File: src/hw/rtl/bole_pkg.sv
`timescale 1ns / 1ps
// Shared types, constants and helpers for the bounded ordered list engine.
// No dependencies; every other file in hw/rtl but bole_ram imports this package.
package bole_pkg;

  // Store geometry
  localparam int DEPTH      = 64;
  localparam int ITEM_WIDTH = 32;
  localparam int ADDR_W     = (DEPTH > 1) ? $clog2(DEPTH) : 1;
  localparam int CNT_W      = $clog2(DEPTH + 1);

  // Fixed field widths of the transfer payloads
  localparam int OP_W  = 3;
  localparam int POS_W = 7;
  localparam int VAL_W = 32;
  localparam int CAP_W = 7;

  localparam logic [CAP_W-1:0] CAP_RESET = CAP_W'(64);

  // Request codes; code 7 is unused and falls to default arms
  typedef enum logic [OP_W-1:0] {
    OP_INSERT_AT     = 3'd0,
    OP_INSERT_SORTED = 3'd1,
    OP_ERASE_AT      = 3'd2,
    OP_REMOVE_ALL    = 3'd3,
    OP_GET           = 3'd4,
    OP_SET           = 3'd5,
    OP_FIND          = 3'd6
  } op_t;

  // Controller states
  typedef enum logic [2:0] {
    ST_IDLE,
    ST_CHECK,
    ST_SEARCH_RD,
    ST_SEARCH_EV,
    ST_SHIFT_RD,
    ST_SHIFT_EV,
    ST_PLACE,
    ST_DONE
  } state_t;

  typedef struct packed {
    logic [OP_W-1:0]         operation;
    logic [POS_W-1:0]        position;
    logic signed [VAL_W-1:0] value;
  } in_item_t;

  typedef struct packed {
    logic                    ok;
    logic [POS_W-1:0]        index;
    logic signed [VAL_W-1:0] read_value;
    logic [POS_W-1:0]        removed_count;
    logic [POS_W-1:0]        item_count;
    logic                    is_empty;
  } out_item_t;

  // Controller to datapath
  typedef struct packed {
    logic load;
    logic check;
    logic search_ev;
    logic shift_ev;
    logic place;
    logic out_load;
  } cmd_t;

  // Datapath to controller
  typedef struct packed {
    op_t  op;
    logic go_search;
    logic go_shift;
    logic go_place;
    logic hit;
    logic search_last;
    logic shift_last;
  } sts_t;

  // Sign-extend the request value, then cut it to the stored width
  function automatic logic [ITEM_WIDTH-1:0] to_item(input logic signed [VAL_W-1:0] v);
    logic signed [63:0] ext;
    ext = 64'(v);
    return ext[ITEM_WIDTH-1:0];
  endfunction

  // Sign-extend a stored entry, then cut it to the result width
  function automatic logic signed [VAL_W-1:0] from_item(input logic [ITEM_WIDTH-1:0] v);
    logic signed [63:0] ext;
    ext = 64'($signed(v));
    return ext[VAL_W-1:0];
  endfunction

endpackage

File: src/hw/rtl/bole_ram.sv
`timescale 1ns / 1ps
// Generic single-write, single-read RAM with registered read data.
// Self-contained; used for the entry store of the list engine.
module bole_ram #(
  parameter int WIDTH = 32,
  parameter int DEPTH = 64
) (
  input  logic                                       clk,
  input  logic                                       we,
  input  logic [((DEPTH > 1) ? $clog2(DEPTH) : 1)-1:0] waddr,
  input  logic [WIDTH-1:0]                           wdata,
  input  logic [((DEPTH > 1) ? $clog2(DEPTH) : 1)-1:0] raddr,
  output logic [WIDTH-1:0]                           rdata
);

  logic [WIDTH-1:0] mem [DEPTH];

  // Write port
  always_ff @(posedge clk) begin
    if (we) begin
      mem[waddr] <= wdata;
    end
  end

  // Registered read port
  always_ff @(posedge clk) begin
    rdata <= mem[raddr];
  end

endmodule

File: src/hw/rtl/bole_ctrl.sv
`timescale 1ns / 1ps
// Controller state machine of the list engine: sequences check, walk, place
// and result hand-off. Depends on bole_pkg.
module bole_ctrl (
  input  logic           clk,
  input  logic           rst_n,
  input  logic           in_valid,
  output logic           in_stall,
  output logic           out_valid,
  input  logic           out_stall,
  input  bole_pkg::sts_t sts,
  output bole_pkg::cmd_t cmd
);
  import bole_pkg::*;

  state_t state_r, state_nxt;
  logic   out_valid_r, out_valid_nxt;
  logic   out_free;

  assign out_free = !out_valid_r || !out_stall;

  // Next state
  always_comb begin
    state_nxt = state_r;
    case (state_r)
      ST_IDLE: begin
        if (in_valid) state_nxt = ST_CHECK;
      end
      ST_CHECK: begin
        if (sts.go_place)       state_nxt = ST_PLACE;
        else if (sts.go_shift)  state_nxt = ST_SHIFT_RD;
        else if (sts.go_search) state_nxt = ST_SEARCH_RD;
        else                    state_nxt = ST_DONE;
      end
      ST_SEARCH_RD: state_nxt = ST_SEARCH_EV;
      ST_SEARCH_EV: begin
        if (sts.hit && sts.op == OP_INSERT_SORTED) begin
          state_nxt = ST_SHIFT_RD;
        end else if (sts.hit || sts.search_last) begin
          state_nxt = (sts.op == OP_INSERT_SORTED) ? ST_PLACE : ST_DONE;
        end else begin
          state_nxt = ST_SEARCH_RD;
        end
      end
      ST_SHIFT_RD: state_nxt = ST_SHIFT_EV;
      ST_SHIFT_EV: begin
        if (sts.shift_last) begin
          state_nxt = (sts.op == OP_ERASE_AT) ? ST_DONE : ST_PLACE;
        end else begin
          state_nxt = ST_SHIFT_RD;
        end
      end
      ST_PLACE: state_nxt = ST_DONE;
      ST_DONE: begin
        if (out_free) state_nxt = ST_IDLE;
      end
      default: state_nxt = ST_IDLE;
    endcase
  end

  // Outputs and datapath commands
  always_comb begin
    cmd           = '0;
    cmd.load      = (state_r == ST_IDLE) && in_valid;
    cmd.check     = (state_r == ST_CHECK);
    cmd.search_ev = (state_r == ST_SEARCH_EV);
    cmd.shift_ev  = (state_r == ST_SHIFT_EV);
    cmd.place     = (state_r == ST_PLACE);
    cmd.out_load  = (state_r == ST_DONE) && out_free;
    in_stall      = (state_r != ST_IDLE);
  end

  // Hold the result valid until its transfer
  always_comb begin
    out_valid_nxt = out_valid_r && out_stall;
    if (cmd.out_load) out_valid_nxt = 1'b1;
  end

  always_ff @(posedge clk) begin
    if (!rst_n) begin
      state_r     <= ST_IDLE;
      out_valid_r <= 1'b0;
    end else begin
      state_r     <= state_nxt;
      out_valid_r <= out_valid_nxt;
    end
  end

  assign out_valid = out_valid_r;

  a_cmd_onehot: assert property (@(posedge clk) disable iff (!rst_n)
    $onehot0({cmd.load, cmd.check, cmd.search_ev, cmd.shift_ev, cmd.place, cmd.out_load}))
    else $error("more than one datapath command at once");

  a_place_entry: assert property (@(posedge clk) disable iff (!rst_n)
    (state_r == ST_PLACE && $past(rst_n)) |->
      ($past(state_r) == ST_CHECK || $past(state_r) == ST_SEARCH_EV ||
       $past(state_r) == ST_SHIFT_EV))
    else $error("place entered from an unexpected state");

  a_load_shows: assert property (@(posedge clk) disable iff (!rst_n)
    cmd.out_load |=> out_valid)
    else $error("loaded result not presented");

endmodule

File: src/hw/rtl/bole_datapath.sv
`timescale 1ns / 1ps
// Datapath of the list engine: request and capacity registers, entry count,
// walk pointers, entry store and result register. Depends on bole_pkg, bole_ram.
module bole_datapath (
  input  logic                          clk,
  input  logic                          rst_n,
  input  bole_pkg::in_item_t            in_data,
  input  logic                          cfg_we,
  input  logic [bole_pkg::CAP_W-1:0]    cfg_data,
  input  bole_pkg::cmd_t                cmd,
  output bole_pkg::sts_t                sts,
  output bole_pkg::out_item_t           out_data
);
  import bole_pkg::*;

  in_item_t               req_r;
  logic [CAP_W-1:0]       capacity_r;
  logic [CNT_W-1:0]       count_r;
  logic [ADDR_W-1:0]      scan_r;
  logic [ADDR_W-1:0]      ins_pos_r;
  logic [CNT_W-1:0]       wr_r;
  logic [CNT_W-1:0]       removed_r;
  logic                   hit_r;
  logic                   req_ok_r;
  logic [ITEM_WIDTH-1:0]  rd_item_r;
  out_item_t              out_r;

  op_t                    op;
  logic [ITEM_WIDTH-1:0]  req_item;
  logic [31:0]            pos_c, cnt_c, lim_c;
  logic                   room, count_zero, req_ok;
  logic                   ram_we;
  logic [ADDR_W-1:0]      ram_waddr;
  logic [ITEM_WIDTH-1:0]  ram_wdata, ram_rdata;
  logic                   hit, same;
  logic                   ok_c;
  logic [CNT_W-1:0]       new_count;
  out_item_t              res;

  assign op         = op_t'(req_r.operation);
  assign req_item   = to_item(req_r.value);
  assign pos_c      = 32'(req_r.position);
  assign cnt_c      = 32'(count_r);
  assign lim_c      = (32'(capacity_r) > 32'(DEPTH)) ? 32'(DEPTH) : 32'(capacity_r);
  assign room       = cnt_c < lim_c;
  assign count_zero = (count_r == '0);
  assign same       = (ram_rdata == req_item);

  // Validate the request against count and capacity
  always_comb begin
    case (op)
      OP_INSERT_AT:                  req_ok = (pos_c <= cnt_c) && room;
      OP_INSERT_SORTED:              req_ok = room;
      OP_ERASE_AT, OP_GET, OP_SET:   req_ok = pos_c < cnt_c;
      OP_REMOVE_ALL, OP_FIND:        req_ok = 1'b1;
      default:                       req_ok = 1'b0;
    endcase
  end

  // Search hit on the entry just read
  always_comb begin
    case (op)
      OP_INSERT_SORTED: hit = $signed(req_item) <= $signed(ram_rdata);
      OP_FIND:          hit = same;
      default:          hit = 1'b0;
    endcase
  end

  // Status toward the controller
  always_comb begin
    sts.op          = op;
    sts.go_place    = req_ok && ((op == OP_INSERT_AT && pos_c == cnt_c) ||
                                 (op == OP_INSERT_SORTED && count_zero) ||
                                 (op == OP_SET));
    sts.go_shift    = req_ok && ((op == OP_INSERT_AT && pos_c != cnt_c) ||
                                 (op == OP_ERASE_AT && pos_c + 32'd1 != cnt_c));
    sts.go_search   = req_ok && ((!count_zero && (op == OP_INSERT_SORTED ||
                                  op == OP_REMOVE_ALL || op == OP_FIND)) ||
                                 (op == OP_GET));
    sts.hit         = hit;
    sts.search_last = (op == OP_GET) || (32'(scan_r) + 32'd1 == cnt_c);
    sts.shift_last  = (op == OP_ERASE_AT) ? (32'(scan_r) + 32'd1 == cnt_c)
                                          : (scan_r == ins_pos_r);
  end

  // Store write port: shift moves, compaction, and final placement
  always_comb begin
    ram_we    = 1'b0;
    ram_waddr = scan_r;
    ram_wdata = ram_rdata;
    if (cmd.shift_ev) begin
      ram_we    = 1'b1;
      ram_waddr = (op == OP_ERASE_AT) ? scan_r - ADDR_W'(1) : scan_r + ADDR_W'(1);
    end else if (cmd.search_ev && op == OP_REMOVE_ALL && !same) begin
      ram_we    = 1'b1;
      ram_waddr = wr_r[ADDR_W-1:0];
    end else if (cmd.place) begin
      ram_we    = 1'b1;
      ram_waddr = ins_pos_r;
      ram_wdata = req_item;
    end
  end

  bole_ram #(
    .WIDTH (ITEM_WIDTH),
    .DEPTH (DEPTH)
  ) u_store (
    .clk   (clk),
    .we    (ram_we),
    .waddr (ram_waddr),
    .wdata (ram_wdata),
    .raddr (scan_r),
    .rdata (ram_rdata)
  );

  // Build the result and the count after the request
  always_comb begin
    case (op)
      OP_FIND:       ok_c = hit_r;
      OP_REMOVE_ALL: ok_c = (removed_r != '0);
      OP_INSERT_AT, OP_INSERT_SORTED, OP_ERASE_AT, OP_GET, OP_SET: ok_c = req_ok_r;
      default:       ok_c = 1'b0;
    endcase

    new_count = count_r;
    if ((op == OP_INSERT_AT || op == OP_INSERT_SORTED) && ok_c) begin
      new_count = count_r + CNT_W'(1);
    end else if (op == OP_ERASE_AT && ok_c) begin
      new_count = count_r - CNT_W'(1);
    end else if (op == OP_REMOVE_ALL) begin
      new_count = wr_r;
    end

    res               = '0;
    res.ok            = ok_c;
    if (ok_c && (op == OP_INSERT_AT || op == OP_INSERT_SORTED || op == OP_FIND)) begin
      res.index = POS_W'(ins_pos_r);
    end
    if (ok_c && op == OP_GET) begin
      res.read_value = from_item(rd_item_r);
    end
    if (op == OP_REMOVE_ALL) begin
      res.removed_count = POS_W'(removed_r);
    end
    res.item_count    = POS_W'(new_count);
    res.is_empty      = (new_count == '0);
  end

  // Control state: count and capacity
  always_ff @(posedge clk) begin
    if (!rst_n) begin
      count_r    <= '0;
      capacity_r <= CAP_RESET;
    end else begin
      if (cfg_we)       capacity_r <= cfg_data;
      if (cmd.out_load) count_r    <= new_count;
    end
  end

  // Request, walk pointers and result
  always_ff @(posedge clk) begin
    if (cmd.load) begin
      req_r <= in_data;
    end
    if (cmd.check) begin
      req_ok_r  <= req_ok;
      hit_r     <= 1'b0;
      wr_r      <= '0;
      removed_r <= '0;
      case (op)
        OP_INSERT_AT: begin
          scan_r    <= ADDR_W'(count_r - CNT_W'(1));
          ins_pos_r <= req_r.position[ADDR_W-1:0];
        end
        OP_INSERT_SORTED: begin
          scan_r    <= '0;
          ins_pos_r <= count_r[ADDR_W-1:0];
        end
        OP_ERASE_AT: begin
          scan_r    <= ADDR_W'(req_r.position + POS_W'(1));
          ins_pos_r <= '0;
        end
        OP_GET, OP_SET: begin
          scan_r    <= req_r.position[ADDR_W-1:0];
          ins_pos_r <= req_r.position[ADDR_W-1:0];
        end
        default: begin
          scan_r    <= '0;
          ins_pos_r <= '0;
        end
      endcase
    end
    if (cmd.search_ev) begin
      if (op == OP_GET) rd_item_r <= ram_rdata;
      if (op == OP_REMOVE_ALL) begin
        if (same) removed_r <= removed_r + CNT_W'(1);
        else      wr_r      <= wr_r + CNT_W'(1);
      end
      if (hit) begin
        hit_r     <= 1'b1;
        ins_pos_r <= scan_r;
      end
      // advance, or turn around to shift up from the top for a sorted insert
      if (hit && op == OP_INSERT_SORTED) scan_r <= ADDR_W'(count_r - CNT_W'(1));
      else                                scan_r <= scan_r + ADDR_W'(1);
    end
    if (cmd.shift_ev) begin
      scan_r <= (op == OP_ERASE_AT) ? scan_r + ADDR_W'(1) : scan_r - ADDR_W'(1);
    end
    if (cmd.out_load) begin
      out_r <= res;
    end
  end

  assign out_data = out_r;

  a_count_bound: assert property (@(posedge clk) disable iff (!rst_n)
    32'(count_r) <= 32'(DEPTH))
    else $error("entry count above store depth");

  a_shift_above: assert property (@(posedge clk) disable iff (!rst_n)
    (cmd.shift_ev && op != OP_ERASE_AT) |-> (scan_r >= ins_pos_r))
    else $error("upward shift walked below the insert position");

  a_compact_behind: assert property (@(posedge clk) disable iff (!rst_n)
    (cmd.search_ev && op == OP_REMOVE_ALL) |-> (32'(wr_r) <= 32'(scan_r)))
    else $error("compaction write pointer passed the read pointer");

  a_empty_flag: assert property (@(posedge clk) disable iff (!rst_n)
    cmd.out_load |=> (out_data.is_empty == (count_r == '0)))
    else $error("result empty flag disagrees with the count");

endmodule

File: src/hw/rtl/bounded_ordered_list_engine.sv
`timescale 1ns / 1ps
// Top level of the bounded ordered list engine: controller plus datapath.
// Depends on bole_pkg, bole_ctrl, bole_datapath (and bole_ram below it).
//
// Keeps an ordered list of up to 64 signed entries in a single-port-read,
// single-port-write store with registered read data. One request is worked
// at a time. Requests that do not walk the list go from check straight to
// the result for erase of the last entry and refused requests, through
// place for set and inserts at the end, and through one store read and
// evaluate for get. Requests that search, move or compact entries visit
// each entry with a read state that addresses the store and an evaluate
// state that uses its data. The store has no clearing pass after reset;
// entries past the count are never read. The result sits in its own
// register, so a new request is taken while the last result still waits
// for its transfer. The capacity register may be written at any cycle the
// engine is idle; cfg_ready is always high.
module bounded_ordered_list_engine (
  input  logic                       clk,
  input  logic                       rst_n,
  input  logic                       in_valid,
  output logic                       in_stall,
  input  bole_pkg::in_item_t         in_data,
  output logic                       out_valid,
  input  logic                       out_stall,
  output bole_pkg::out_item_t        out_data,
  input  logic                       cfg_valid,
  output logic                       cfg_ready,
  input  logic [bole_pkg::CAP_W-1:0] cfg_data
);
  import bole_pkg::*;

  cmd_t cmd;
  sts_t sts;
  logic cfg_we;

  // Capacity writes are always taken
  assign cfg_ready = 1'b1;
  assign cfg_we    = cfg_valid && cfg_ready;

  bole_ctrl u_ctrl (
    .clk       (clk),
    .rst_n     (rst_n),
    .in_valid  (in_valid),
    .in_stall  (in_stall),
    .out_valid (out_valid),
    .out_stall (out_stall),
    .sts       (sts),
    .cmd       (cmd)
  );

  bole_datapath u_datapath (
    .clk      (clk),
    .rst_n    (rst_n),
    .in_data  (in_data),
    .cfg_we   (cfg_we),
    .cfg_data (cfg_data),
    .cmd      (cmd),
    .sts      (sts),
    .out_data (out_data)
  );

endmodule

File: config.mk
export PLATFORM = sky130hd
export DESIGN_NAME = bounded_ordered_list_engine
export DESIGN_NICKNAME = d
export VERILOG_FILES = /design/src/hw/rtl/bole_pkg.sv /design/src/hw/rtl/bole_ram.sv /design/src/hw/rtl/bole_ctrl.sv /design/src/hw/rtl/bole_datapath.sv /design/src/hw/rtl/bounded_ordered_list_engine.sv
export SDC_FILE = /design/constraint.sdc
export NUM_CORES = 2
export LEC_CHECK = 0
export BUFFER_PORTS_ARGS = -buffer_cell sky130_fd_sc_hd__buf_2
export CORE_MARGIN = 5
export CORE_UTILIZATION = 30
export CTS_BUF_LIST = sky130_fd_sc_hd__clkbuf_8
export DETAILED_ROUTE_END_ITERATION = 12
export HOLD_SLACK_MARGIN = 0.12
export PLACE_DENSITY_LB_ADDON = 0.05
export SLEW_MARGIN = 40
export SYNTH_ARGS = -nofsm -noshare
export SYNTH_HDL_FRONTEND = slang
export SYNTH_SLANG_ARGS = --single-unit
export TNS_END_PERCENT = 100
File: constraint.sdc
create_clock -name clk -period 13.74 [get_ports clk]
set_input_delay 2.061 -clock clk [delete_from_list [all_inputs] [get_ports clk]]
set_output_delay 2.061 -clock clk [all_outputs]
set_load 0.01 [all_outputs]
==> summary.txt <==
Crit-path max FO = 21
Placeable Area = 291300 um^2
WHS = 402.7 ps
Placed Area = 95620 um^2
CTS Buffer Depth = 4
Number of port buffers = 109
RD Place Congestion = 0.7989
Min-delay worst type = register to register
Post-route ant nets = 0
Share of post-route cells with drive strength above 1 = 32.43%
RSZ-0062 raised after global routing = no
# DRC = 0
Setup Viol. Count Final = 0
Critical path required time = 14380 ps
Final WS setup = 7841 ps
CTS sink cnt = 2254
Combinational share of power = 30.6%
Max-Cap Viols = 0
DR vias/cell = 5.036
WP data arrival = 6540 ps
DR vias = 44.13k
Power per cell area = 208.4 nW/um^2
Largest family of logic cells by synthesized area = multiplexers
Slew at the pin closest to its max-slew limit = 901.9 ps
Starting Density = 30.18%
Die span in y = 551.3 um
Crit share post-route = 42.93%
TritonCTS clock tree = yes
Setup bufs post-CTS = 0
Crit path time final = 5899 ps
Kind of critical path = register to register
Sw frac = 34.39%
Hold_buf cts = 0
Vias in the first global route = 45.47k
Maximum VDD drop = 157.4 uV
Dpl ws = 7919 ps
DIE AREA = 304000 um^2
Grt ovf = 0
Post-synthesis compound-gate area fraction = 1.901%
Xor/xnor share of the synthesized area = 0.4184%
Hpwl dp = 182.8 mm
Largest net degree at the start of global routing = 105
Clock buffer count from CTS = 402
Fill count = 27.16k
Ys flop type = edfxtp_1
Net count, final = 4625
DRT Pass-1 Iters = 5
Setup_tns = 0 ps
Clk slew on worst S/H paths = 60 ps
Leak = 0.03268 uW
Antenna violations before repair = 49
Async SR Flop Fraction = 0%
Fraction of power consumed by sequential logic = 42.2%
Final Cell Area = 103100 um^2
Post-CTS Resized = 0
Relative slew slack = 39.87%
Pint = 14090 uW
Fmax = 169.5 MHz
Routed length per instance = 34.08 um
Layout Skew = 73.17 ps
Post-Synthesis Cell Area = 87920 um^2
Simple-Gate Fraction of Synth Area = 2.375%
Net switching power = 7388 uW
CTS Root Cell = clkbuf_8
Area Growth Syn to Fin = 17.24%
I/O pin count = 112
Sequential fraction of the synthesis area = 76.18%
Post-Syn Instances = 4014
Status = completed
DR iter-0 viols = 4264
First-pass GRT wire length = 403.0 mm
Overall die width = 551.3 um
Net Count, Synth = 4121
#FFs+latches synth = 2254
Crit start category = register
Synth Area in Adders = 0.7657%
Rows = 198
Synth unique cells = 77
Total Wirelength = 298.6 mm
Critical Path Sink Type = register
Clk_lat worst skew = 1060 ps
Mux share of post-synthesis cell area = 17.06%
Final-report max-slew violation count = 0
Final Hold Viols = 0
H-tree levels = 5
Synth warnings = 0
GRT Util Overall = 19.33%
Syn avg cell area = 21.90 um^2
Post-synth EDFFs = 2183
Clk network pwr share = 27.2%
power by group through the flow:
| stage | sequential (uW) | combinational, uW | clock [uW] |
|---|---|---|---|
| after floorplan | 9280 | 3630 | 0 |
| after global placement | 9200 | 6630 | 0 |
| after detailed placement | 9200 | 6720 | 0 |
| after CTS | 9060 | 6740 | 6080 |
| after global routing | 9070 | 6980 | 6400 |
| final | 9060 | 6580 | 5850 |
cell usage after synthesis (4+ instances only):
library cell | n | area share [%]
mux4_2 | 638 | 16
a31oi_1 | 20 | 0.14
o21ai_0 | 64 | 0.36
mux2i_1 | 61 | 0.69
nor2b_1 | 8 | 0.057
a22oi_1 | 12 | 0.10
and3_1 | 15 | 0.11
o221ai_1 | 14 | 0.14
edfxtp_1 | 2183 | 75
o211ai_1 | 14 | 0.12
nand3_1 | 34 | 0.19
inv_1 | 54 | 0.23
xnor2_1 | 28 | 0.28
nor2_1 | 124 | 0.53
buf_1 | 32 | 0.14
ha_1 | 53 | 0.75
xor2_1 | 14 | 0.14
or3_1 | 6 | 0.043
nand2_1 | 146 | 0.62
a221oi_1 | 4 | 0.040
a21oi_1 | 69 | 0.39
dfxtp_1 | 71 | 1.6
buf_4 | 19 | 0.16
nor3_1 | 16 | 0.091
a211oi_1 | 12 | 0.10
clkbuf_1 | 97 | 0.41
o21a_1 | 5 | 0.043
o22ai_1 | 6 | 0.043
nand2b_1 | 8 | 0.057
nand4_1 | 16 | 0.11
buf_2 | 58 | 0.33
nor4_1 | 6 | 0.043
and2_1 | 38 | 0.27
logic make-up after synthesis:
group                    after synthesis
buffers and inverters                263
flip-flops                          2254
AO/OA/AOI/OAI                        258
other                                  2
AND/OR/NAND/NOR                      440
adder cells (fa/ha/maj)               54
multiplexers                         701
XOR/XNOR                              42
stage by stage:
step           cells  util (%)  total power (uW)
5_1_grt         8753     35.37             22450
3_3_place_gp    7960     32.41             15830
3_5_place_dp    8013     32.82             15920
2_1_floorplan   4014         -             12900
6_report        8763     35.38             21480
4_1_cts         8743     35.35             21870
worst paths after layout:
kind                                             start                                       end  slack (ps)  cells after the start
setup / recovery  u_datapath.u_store.rdata[31]$_DFF_P_  u_datapath.u_store.mem[35][17]$_DFFE_PP_        7840                     11
hold / removal    u_datapath.u_store.rdata[25]$_DFF_P_        u_datapath.rd_item_r[25]$_DFFE_PP_         400                      0
setup reg to reg  u_datapath.u_store.rdata[31]$_DFF_P_  u_datapath.u_store.mem[35][17]$_DFFE_PP_        7840                     11
hold reg to reg   u_datapath.u_store.rdata[25]$_DFF_P_        u_datapath.rd_item_r[25]$_DFFE_PP_         400                      0
layout by cell type, fill, tap and decap left out, types with 32 or more instances in the layout:
| cell | instances |
|---|---|
| a21oi_1 | 67 |
| and2_1 | 38 |
| buf_2 | 109 |
| buf_4 | 119 |
| clkbuf_8 | 419 |
| clkinv_1 | 102 |
| clkinv_2 | 45 |
| dfxtp_1 | 71 |
| edfxtp_1 | 2183 |
| ha_1 | 53 |
| inv_1 | 190 |
| mux2i_1 | 58 |
| mux4_2 | 638 |
| nand2_1 | 145 |
| nand3_1 | 34 |
| nor2_1 | 59 |
| nor2_4 | 64 |
| o21ai_0 | 32 |
| o21ai_4 | 32 |
flip-flops by register name, summed over array words and instances (netlist names):
name,flops
u_datapath.req_item,32
u_ctrl.out_valid,1
u_datapath.out_data,54
u_datapath.wr_r,7
u_datapath.op,3
u_datapath.scan_r,6
u_datapath.u_store.mem,2048
u_datapath.pos_c,7
u_datapath.removed_r,7
u_datapath.req_ok_r,1
u_datapath.rd_item_r,32
u_datapath.count_r,7
u_ctrl.state_r,3
u_datapath.u_store.rdata,32
u_datapath.ins_pos_r,6
u_datapath.capacity_r,7
u_datapath.hit_r,1
layer usage:
layer	global-route usage, %	part of all wire (%)	vias up
met2	30.24	46	1487
met5	0	0	-
met3	3.701	6.2	378
met4	4.321	2.3	0
li1	-	-	17994
met1	28.10	46	24270
final cells by class:
cell class / instances / area [um^2] / area share [%]
Antenna cell: 19 / 47.55 / 0.04613
Clock buffer: 419 / 5767 / 5.595
Clock inverter: 311 / 1584 / 1.537
Inverter: 57 / 214.0 / 0.2076
Multi-Input combinational cell: 1497 / 20730 / 20.11
Sequential cell: 2254 / 66970 / 64.98
Tap cell: 3900 / 4880 / 4.734
Timing Repair Buffer: 306 / 2873 / 2.787
critical path, cell delays in order (launching register included):
cell	delay, ps
dfxtp_1	570
inv_1	160
ha_1	530
nand4_4	190
nor4_4	600
and3_1	490
o211ai_1	150
a32oi_1	560
and2b_1	270
nand3_1	390
nor2_4	790
buf_4	650
Power figures use the tool's default switching activity.
